**src/apvr_pkg.sv**
```systemverilog
// Shared types and constants for the affine point/vector/ray transform.
// No dependencies; every other file in src/ but apvr_checker.sv uses this package.
`default_nettype none

package apvr_pkg;

  localparam int COEF_W   = 32;   // one Q16.16 matrix coefficient
  localparam int FIELD_W  = 32;   // coordinate fields on the channels
  localparam int REG_W    = 64;   // one configuration register, two coefficients
  localparam int NUM_REGS = 6;
  localparam int IDX_W    = 3;
  localparam int OP_W     = 2;
  localparam int ROWS     = 3;
  localparam int COLS     = 4;

  typedef logic signed [COEF_W-1:0] coef_t;
  typedef coef_t [ROWS-1:0][COLS-1:0] coef_mat_t;
  typedef logic [OP_W-1:0] op_t;
  typedef logic [IDX_W-1:0] reg_idx_t;

  localparam op_t OP_POINT  = 2'd0;
  localparam op_t OP_VECTOR = 2'd1;
  localparam op_t OP_RAY    = 2'd2;

  localparam reg_idx_t REG_ROW0_A = 3'd0;
  localparam reg_idx_t REG_ROW0_B = 3'd1;
  localparam reg_idx_t REG_ROW1_A = 3'd2;
  localparam reg_idx_t REG_ROW1_B = 3'd3;
  localparam reg_idx_t REG_ROW2_A = 3'd4;
  localparam reg_idx_t REG_ROW2_B = 3'd5;

  // identity matrix, no translation
  localparam logic [REG_W-1:0] RST_ROW0_A = 64'h0000_0000_0001_0000;
  localparam logic [REG_W-1:0] RST_ROW0_B = 64'h0000_0000_0000_0000;
  localparam logic [REG_W-1:0] RST_ROW1_A = 64'h0001_0000_0000_0000;
  localparam logic [REG_W-1:0] RST_ROW1_B = 64'h0000_0000_0000_0000;
  localparam logic [REG_W-1:0] RST_ROW2_A = 64'h0000_0000_0000_0000;
  localparam logic [REG_W-1:0] RST_ROW2_B = 64'h0000_0000_0001_0000;

endpackage

`default_nettype wire

```
**src/apvr_if.sv**
```systemverilog
// Channel interfaces: item input, result output and register write port.
// Depends on apvr_pkg for field widths.
`default_nettype none


interface apvr_cfg_if;
  logic                            valid;
  logic                            ready;
  logic [apvr_pkg::IDX_W-1:0]      index;
  logic [apvr_pkg::REG_W-1:0]      data;

  modport source(output valid, index, data, input ready);
  modport sink(input valid, index, data, output ready);
endinterface

`default_nettype wire

```
**src/apvr_coef_regs.sv**
```systemverilog
// Coefficient register file: six 64-bit registers, two coefficients each.
// Depends on apvr_pkg and apvr_cfg_if.
`default_nettype none

module apvr_coef_regs (
  input  wire logic               clk,
  input  wire logic               rst_n,
  apvr_cfg_if.sink                cfg,
  output apvr_pkg::coef_mat_t     coefs
);

  logic [apvr_pkg::REG_W-1:0] reg_r [apvr_pkg::NUM_REGS];

  assign cfg.ready = 1'b1;

  always_ff @(posedge clk) begin
    if (!rst_n) begin
      reg_r[0] <= apvr_pkg::RST_ROW0_A;
      reg_r[1] <= apvr_pkg::RST_ROW0_B;
      reg_r[2] <= apvr_pkg::RST_ROW1_A;
      reg_r[3] <= apvr_pkg::RST_ROW1_B;
      reg_r[4] <= apvr_pkg::RST_ROW2_A;
      reg_r[5] <= apvr_pkg::RST_ROW2_B;
    end else if (cfg.valid) begin
      unique case (cfg.index)
        apvr_pkg::REG_ROW0_A: reg_r[0] <= cfg.data;
        apvr_pkg::REG_ROW0_B: reg_r[1] <= cfg.data;
        apvr_pkg::REG_ROW1_A: reg_r[2] <= cfg.data;
        apvr_pkg::REG_ROW1_B: reg_r[3] <= cfg.data;
        apvr_pkg::REG_ROW2_A: reg_r[4] <= cfg.data;
        apvr_pkg::REG_ROW2_B: reg_r[5] <= cfg.data;
        default: ;  // unmapped index, write dropped
      endcase
    end
  end

  // row r: first register holds m[r][0] low / m[r][1] high,
  // second holds m[r][2] low / translation m[r][3] high
  always_comb begin
    for (int r = 0; r < apvr_pkg::ROWS; r++) begin
      coefs[r][0] = reg_r[2*r][31:0];
      coefs[r][1] = reg_r[2*r][63:32];
      coefs[r][2] = reg_r[2*r+1][31:0];
      coefs[r][3] = reg_r[2*r+1][63:32];
    end
  end

endmodule

`default_nettype wire

```
**src/flat_wrapper.sv**
```systemverilog
// flat-port wrapper written by rule: the top's interface ports become plain ports
module apvr_coef_regs_flat 
  (clk, rst_n, coefs, cfg_valid, cfg_index, cfg_data, cfg_ready);
  apvr_cfg_if cfg_i ();
  input  wire logic clk;
  input  wire logic rst_n;
  output apvr_pkg::coef_mat_t coefs;
  input wire logic [$bits(cfg_i.valid)-1:0] cfg_valid;
  input wire logic [$bits(cfg_i.index)-1:0] cfg_index;
  input wire logic [$bits(cfg_i.data)-1:0] cfg_data;
  output wire logic [$bits(cfg_i.ready)-1:0] cfg_ready;
  assign cfg_i.valid = cfg_valid;
  assign cfg_i.index = cfg_index;
  assign cfg_i.data = cfg_data;
  assign cfg_ready = cfg_i.ready;
  apvr_coef_regs u_core (.clk(clk), .rst_n(rst_n), .cfg(cfg_i), .coefs(coefs));
endmodule
```
**config.mk**
```make
export PLATFORM = sky130hd
export DESIGN_NAME = apvr_coef_regs_flat
export DESIGN_NICKNAME = d
export VERILOG_FILES = /design/src/apvr_pkg.sv /design/src/apvr_if.sv /design/src/apvr_coef_regs.sv /design/src/flat_wrapper.sv
export SDC_FILE = /design/constraint.sdc
export NUM_CORES = 1
export LEC_CHECK = 0
export BUFFER_PORTS_ARGS = -buffer_cell sky130_fd_sc_hd__buf_2
export CAP_MARGIN = 40
export CORE_ASPECT_RATIO = 0.75
export CORE_MARGIN = 3
export CORE_UTILIZATION = 50
export CTS_CLUSTER_DIAMETER = 60
export CTS_CLUSTER_SIZE = 28
export DETAILED_ROUTE_END_ITERATION = 8
export PLACE_DENSITY_LB_ADDON = 0.3
export SYNTH_ARGS = -nofsm -noshare
export SYNTH_HDL_FRONTEND = slang
export SYNTH_SLANG_ARGS = --single-unit
```
**constraint.sdc**
```tcl
create_clock -name clk -period 3.05 [get_ports clk]
set_input_delay 0 -clock clk [delete_from_list [all_inputs] [get_ports clk]]
set_output_delay 0 -clock clk [all_outputs]
set_load 0.1 [all_outputs]
```
# After elaboration in Yosys (flattened, before gate mapping)
# Memories as Yosys holds them, arrays and structs flattened.
# Index checks and enable logic that the tools add are counted.
[totals] ramBits=384 elab_cells=44 memories=1 inputBits=70 register_bits=0 output_inout_bits=385
[memory_table] memory="u_core.reg_r" depth=6 word_bits=64 read_ports=6 rd_clocked_by_memory_dff=0 write_ports=6 line="apvr_coef_regs.sv:12" text="logic [apvr_pkg::REG_W-1:0] reg_r [apvr_pkg::NUM_REGS];"
[op_classes] bitwise=6 n_reduce_logical=1 n_eq_ne=5 muxes=31
[op_table] cell="two-way mux 64 bit" count=6
[op_table] cell="two-way mux 1 bit" count=25
[op_table] cell="equality test 3 x 2 -> 1 bit (second input constant)" count=2
[op_table] cell="equality test 3 bit (second input constant)" count=2
[op_table] cell="bitwise OR 1 bit" count=6
[op_table] cell="equality test 3 x 1 -> 1 bit (second input constant)" count=1
[op_table] cell="zero test 3 bit" count=1

# Depth between registers and ports, before layout
# Gate-level depths: netlist (run 1).
[logic_depth] ltp_word=6 depth_mapped=4 ltp_nobuf=2

# Worst setup path before layout (run 1)
# OpenSTA, ideal clock, no wires.
[synth_path] path_kind="input port to flip-flop" from="input port cfg_index[2]" to="memory u_core.reg_r[0][0] in the netlist's numbering, enable pin" t_arrival_ps=2232 setup_ps=423 path_buffers=2 stages=4 required_ps=2627 setup_slack_ps=395 cell_sequence="or4b_1 -> buf_2 -> buf_2 -> nand2_1"
[synth_lines] item="from (decl)" line="flat_wrapper.sv:9" text="input wire logic [$bits(cfg_i.index)-1:0] cfg_index;"
[synth_lines] item="to (decl)" line="apvr_coef_regs.sv:12"

==> qor.yml, run 1 <==
synthesis:
  synthTopCellsByArea: "edfxtp_1 85%, nor2_1 11%, nand2_1 1.9%"
  netlist.area_leader.share_pct: 85.3
  syn_inst: 896
  syn_area_um2: 13500
  ys_types: 13
  yosys_warnings: 0
  yosysTopAreaCell: "edfxtp_1"
  ys_seq_area_share_pct: 85.3
  syn_avg_cell_area_um2: 15.1
  ys_ff_latch: 384
  synth_fp_nets: 966
global_routing:
  antenna_found_initial: 0
  grt_pass1_vias: 9106
  grt_max_degree: 65
  gr-total-overflow: 0
  grt_pass1_wl_mm: 57.7
  gr-usage-all-layers_pct: 26.4
sta:
  worstMarginPinSlew_ps: 896
  rsz0062_at_grt: "false"
  worst_hold_slack_ps: 9.63
  period_needed_ps: 1410
  finalMaxSlewViolations: 0
  setup_ws_ps: 1640
  slew_headroom_pct: 40.2
  timing.final.crit_share_pct: 46.1
  setup_violations: 0
  hold_violations: 0
  fmax_mhz: 712
  final.setup.tns_ps: 0
worst_setup_path:
  cp-end-kind: "output port"
  cp_max_fo: 1
  critPathSlowestCell: "buf_2"
  critPathKind: "reg -> out"
  start_kind: "flip-flop"
  critPathMaxStageDelay_ps: 460
  path_cells: "buf_2"
  cp.arrival_ps: 1410
  crit_family: "buffers and inverters"
  cp.required_ps: 3050
  cp_num_buf_inv: 1
drt:
  drt_first_pass_iters: 5
  drc: 0
  drt.antenna.violating_nets: 0
  totalWireLength_mm: 39.6
  via_per_inst: 5.32
  drt_iter0_markers: 766
  vias: 9317
  wl_per_cell_um: 22.6
place:
  gp_congestion: 0.834
  placed_cells: 1656
  numPortBuffers: 453
  post_dp_cell_area_um2: 16300
  hpwl_mm: 25.8
  place_ws_ps: 1220
cells_and_area:
  multi_input_area_um2: 1880
  fin_util_pct: 67.1
  fin_cells: 1751
  mostFrequentLayoutCell: "buf_2"
  fillers: 1877
  top_register: "u_core.reg_r"
  num_antenna_cells: 0
  largest_register_ffs: 384
  most-common-layout-cells: "452 x buf_2, 384 x edfxtp_1, 381 x nor2_1, 64 x nand2_1, 63 x dlygate4sd3_1"
  finalInstanceArea_um2: 17600
  top_regs: "u_core.reg_r x384"
  syn2layout_area_growth_pct: 30.4
  seq_area_um2: 11500
  drive_gt1_share_pct: 36.2
  num-nets-final: 1468
floorplanning:
  io_pins: 455
  coreArea_um2: 26300
  die-width_um: 196
  die_area_um2: 29100
  die_h_um: 148
  num_rows: 51
  start_util_pct: 51.4
run_status:
  status: "completed"
worst_hold_path:
  whs_path_depth: 3
  hold_path_class: "in -> reg"
  min_from: "cfg_data[34]"
  min_to: "u_core.reg_r[0][226]$_SDFFCE_PN0P_"
clock_tree:
  clock-sinks: 384
  clkTransAtPathRegs_ps: 100
  cts_tree: "built"
  clock-root-buffer: "clkbuf_16"
  post-cts-setup-buffers: 0
  numCtsBuffers: 21
  cts_max_level: 1
  cts_buffer_depth: 3
job:
  drv_cap: 0
pwr:
  p_leak_nw: 6.83
  ir_worst_vdd_v: 0.000589
  finalPower_mw: 12.8
  cellPowerDensity_nw_per_um2: 727
-- timing repair --
action | in CTS | in global routing
setup endpoints to repair | 0 | 0
gates resized for setup | 0 | 0
hold buffers | 63 | 0
hold endpoints to repair | 367 | 0
-- tightest hold or removal path: stages --
cell and delay (ps):
buf_2 70, nand2_1 190, nor2_1 150
-- worst max-delay path by stage --
stage	endpoint	start	cells after the start	slack [ps]
detailed placement	u_core.reg_r[0][16]$_SDFFCE_PN1P_	cfg_index[2]	4	1220
finish	coefs[99]	u_core.reg_r[0][99]$_SDFFCE_PN0P_	1	1640
CTS	coefs[99]	u_core.reg_r[0][99]$_SDFFCE_PN0P_	1	1610
floorplan	u_core.reg_r[0][0]$_SDFFCE_PN0P_	cfg_index[2]	4	390
global placement	u_core.reg_r[0][51]$_SDFFCE_PN0P_	cfg_index[2]	3	1220
global route	coefs[99]	u_core.reg_r[0][99]$_SDFFCE_PN0P_	1	1620
-- Yosys cell counts --
library cell  count
buf_1             2
or3b_2            2
nand2_1          70
clkbuf_1         41
buf_2             7
conb_1            1
or3b_1            1
nand4bb_1         3
buf_4             1
nor2_1          381
edfxtp_1        384
or4b_1            1
nand4b_1          2
-- power by group --
| part | switching, mW | total, mW | internal [mW] |
|---|---|---|---|
| clock | 1.77 | 3.13 | 1.36 |
| sequential | 0.103 | 6.25 | 6.15 |
| combinational | 3.08 | 3.44 | 0.366 |
| total | 4.95 | 12.8 | 7.87 |
-- layer usage --
layer  global-route usage [%]  up-vias  wire length, um
met5                        0        -                0
met4                     8.02        0             1370
met3                     7.04       74             4520
met2                     44.4      618            19600
met1                     34.3     4549            14100
li1                         -     4076                -
-- layout make-up --
cell class,count,share of cell area (%)
Clock buffer,21,2.98
Clock inverter,11,0.922
Multi-Input combinational cell,461,10.7
Sequential cell,384,65.4
Tap cell,344,2.44
Timing Repair Buffer,530,17.6
-- cell families after synthesis --
family                 Yosys count  synth area share (%)
other                            1                0.0277
flip-flops                     384                  85.3
AND/OR/NAND/NOR                460                  13.2
buffers and inverters           51                  1.51
Note: power is estimated with default switching activity, not from simulation.
==> run 2, diff against run 1 <==
==> constraint.sdc (replaced) <==
create_clock -name clk -period 1.45 [get_ports clk]
set_input_delay 0 -clock clk [delete_from_list [all_inputs] [get_ports clk]]
set_output_delay 0 -clock clk [all_outputs]
set_load 0.1 [all_outputs]
==> run 2 against run 1 <==
Net effect: sequential share of layout area shrank 1.4 points; cell count increased by 1.7%; total power grew 110%; clock power increased by 110%; non-clock buffer count up 30; critical path depth increased by 2; setup slack got worse by 1600 ps; sequential cell count unchanged; highest routed layer unchanged; largest power group unchanged; first-iteration DRC count up 6.7%; count of clock-buffer cells in the layout grew 1; via count is 1.1% higher.
==> qor.yml, run 2 (synthesized netlist as in run 1, its figures left out) <==
cells_and_area:
  top_regs: "u_core.reg_r x384"
  most-common-layout-cells: "451 x buf_2, 384 x edfxtp_1, 381 x nor2_1, 68 x dlygate4sd3_1, 64 x nand2_1"
  drive_gt1_share_pct: 37.2  # +0.94 points
  num_antenna_cells: 0  # unchanged
  largest_register_ffs: 384  # unchanged
  mostFrequentLayoutCell: "buf_2"
  syn2layout_area_growth_pct: 33.2
  num-nets-final: 1498  # +2.0%
  top_register: "u_core.reg_r"
  finalInstanceArea_um2: 18000  # +2.1%
worst_setup_path:
  path_cells: "dlygate4sd3_1 > or3b_2 > dlygate4sd3_1"
  critPathMaxStageDelay_ps: 650  # +190 ps
  cp.arrival_ps: 1700  # +290 ps
  cp_max_fo: 2  # +1
  critPathSlowestCell: "dlygate4sd3_1"
  cp.required_ps: 1720  # -1330 ps
  critPathKind: "in -> reg"
  crit_top_cell: "dlygate4sd3_1"
  start_kind: "input pin"
  crit_family: "buffers and inverters"
  cp_num_buf_inv: 2  # +1
  cp-end-kind: "flip-flop"
floorplanning:
  start_util_pct: 51.4  # unchanged
  die_h_um: 148  # unchanged
  num_rows: 51  # unchanged
  die-width_um: 196  # unchanged
  io_pins: 455  # unchanged
  die_area_um2: 29100  # unchanged
  coreArea_um2: 26300  # unchanged
pwr:
  finalPower_mw: 27.1  # +110%
  clock_power_share_pct: 24.2  # -0.2 points
  comb_power_share_pct: 27.2  # +0.3 points
  cellPowerDensity_nw_per_um2: 1500  # +110%
  p_sw_mw: 10.4  # +110%
  p_seq_share_pct: 48.6  # about the same
  p_leak_nw: 7.02  # +2.8%
  ir_worst_vdd_v: 0.00113  # +91%
  p_int_mw: 16.7  # +110%
  swShare_pct: 38.5  # -0.13 points
place:
  place_ws_ps: 53.4  # -1160 ps
  post_dp_cell_area_um2: 16700  # +2.1%
  numPortBuffers: 453  # unchanged
  gp_congestion: 0.811  # -2.8%
  hpwl_mm: 27.3  # +5.8%
sta:
  worstMarginPinSlew_ps: 557  # -339 ps
  finalMaxSlewViolations: 0  # unchanged
  worst_hold_slack_ps: 21.3  # +11.6 ps
  hold_violations: 0  # unchanged
  timing.final.crit_share_pct: 98.4
  final.setup.tns_ps: 0  # unchanged
  rsz0062_at_grt: "false"
  slew_headroom_pct: 63.1  # +23 points
  setup_ws_ps: 23.9  # -1620 ps
  period_needed_ps: 1430
  fmax_mhz: 701
  setup_violations: 0  # unchanged
clock_tree:
  clock-sinks: 384  # unchanged
  cts_buffer_depth: 3  # unchanged
  clock-root-buffer: "clkbuf_16"
  clkTransAtPathRegs_ps: 100  # about the same
  post-cts-setup-buffers: 0  # unchanged
  cts_tree: "built"
  numCtsBuffers: 21  # unchanged
  cts_max_level: 1  # unchanged
worst_hold_path:
  hold_path_class: "in -> reg"
drt:
  vias: 9422  # +1.1%
  via_per_inst: 5.29  # -0.52%
  wl_per_cell_um: 22.6  # -0.32%
  drt_first_pass_iters: 4  # -1
  drt_iter0_markers: 817  # +6.7%
  drc: 0  # unchanged
  drt.antenna.violating_nets: 0  # unchanged
  totalWireLength_mm: 40.2  # +1.3%
job:
  drv_cap: 0  # unchanged
global_routing:
  gr-usage-all-layers_pct: 27.0  # +0.58 points
  gr-total-overflow: 0  # unchanged
  grt_pass1_wl_mm: 59.1  # +2.4%
  grt_pass1_vias: 9549  # +4.9%
  antenna_found_initial: 1  # +1
  grt_max_degree: 65  # unchanged
run_status:
  status: "completed"
[run 2: changes by cell type in the layout (fill, tap and decap cells not counted), sizes merged]
cell / previous run / this run
clkbuf: 21 / 22
dlygate4sd3: 63 / 68
clkinv: 5 / 2
inv: 4 / 6
clkinvlp: 2 / 1
buf: 467 / 492
[run 2: metal layers]
| layer | vias to the layer above | wire length, um | track usage [%] |
|---|---|---|---|
| met4 | 0 | 1540 | 9.26 |
| met2 | 629 | 19700 | 45.2 |
| met1 | 4573 | 14300 | 34.8 |
| met5 | - | 0 | 0 |
| li1 | 4132 | - | - |
| met3 | 88 | 4580 | 7.27 |
[run 2: worst paths after layout]
path	depth (start not counted)	from	slack, ps	to
worst max-delay path	3	cfg_data[48]	20	u_core.reg_r[0][176]$_SDFFCE_PN1P_
worst min-delay path	3	cfg_data[14]	20	u_core.reg_r[0][270]$_SDFFCE_PN0P_
[run 2: timing repair]
action	in CTS	in global routing
hold buffers	68	0
hold endpoints to repair	368	0
resized for setup	0	1
endpoints found under the setup margin	0	5
[run 2: power by group through the flow]
stage,registers [mW],logic (mW),clock network [mW]
detailed placement,13.4,7.24,0
finish,13.2,7.36,6.56
floorplan,18.8,0.483,0
CTS,13.2,7.38,6.70
global placement,13.4,7.21,0
global route,13.2,7.51,7.08
[run 2: layout make-up]
cell class | instances | area (um2)
clock buffers | 22 | 529
repair buffers | 560 | 3490
multi-input cells | 461 | 1890
flip-flops and latches | 384 | 11500
fillers | 1789 | 8280
clock inverters | 9 | 144
well taps | 344 | 430
[run 2: metrics by stage]
| step | cells | utilization, % |
|---|---|---|
| global route | 1780 | 68.5 |
| floorplan | 896 | - |
| finish | 1780 | 68.5 |
| global placement | 1682 | 63.4 |
| CTS | 1781 | 68.5 |
| detailed placement | 1682 | 63.4 |
[run 2: worst min-delay path, stage by stage]
cell and delay, ps:
buf_2 90, nand2_1 210, nor2_1 150
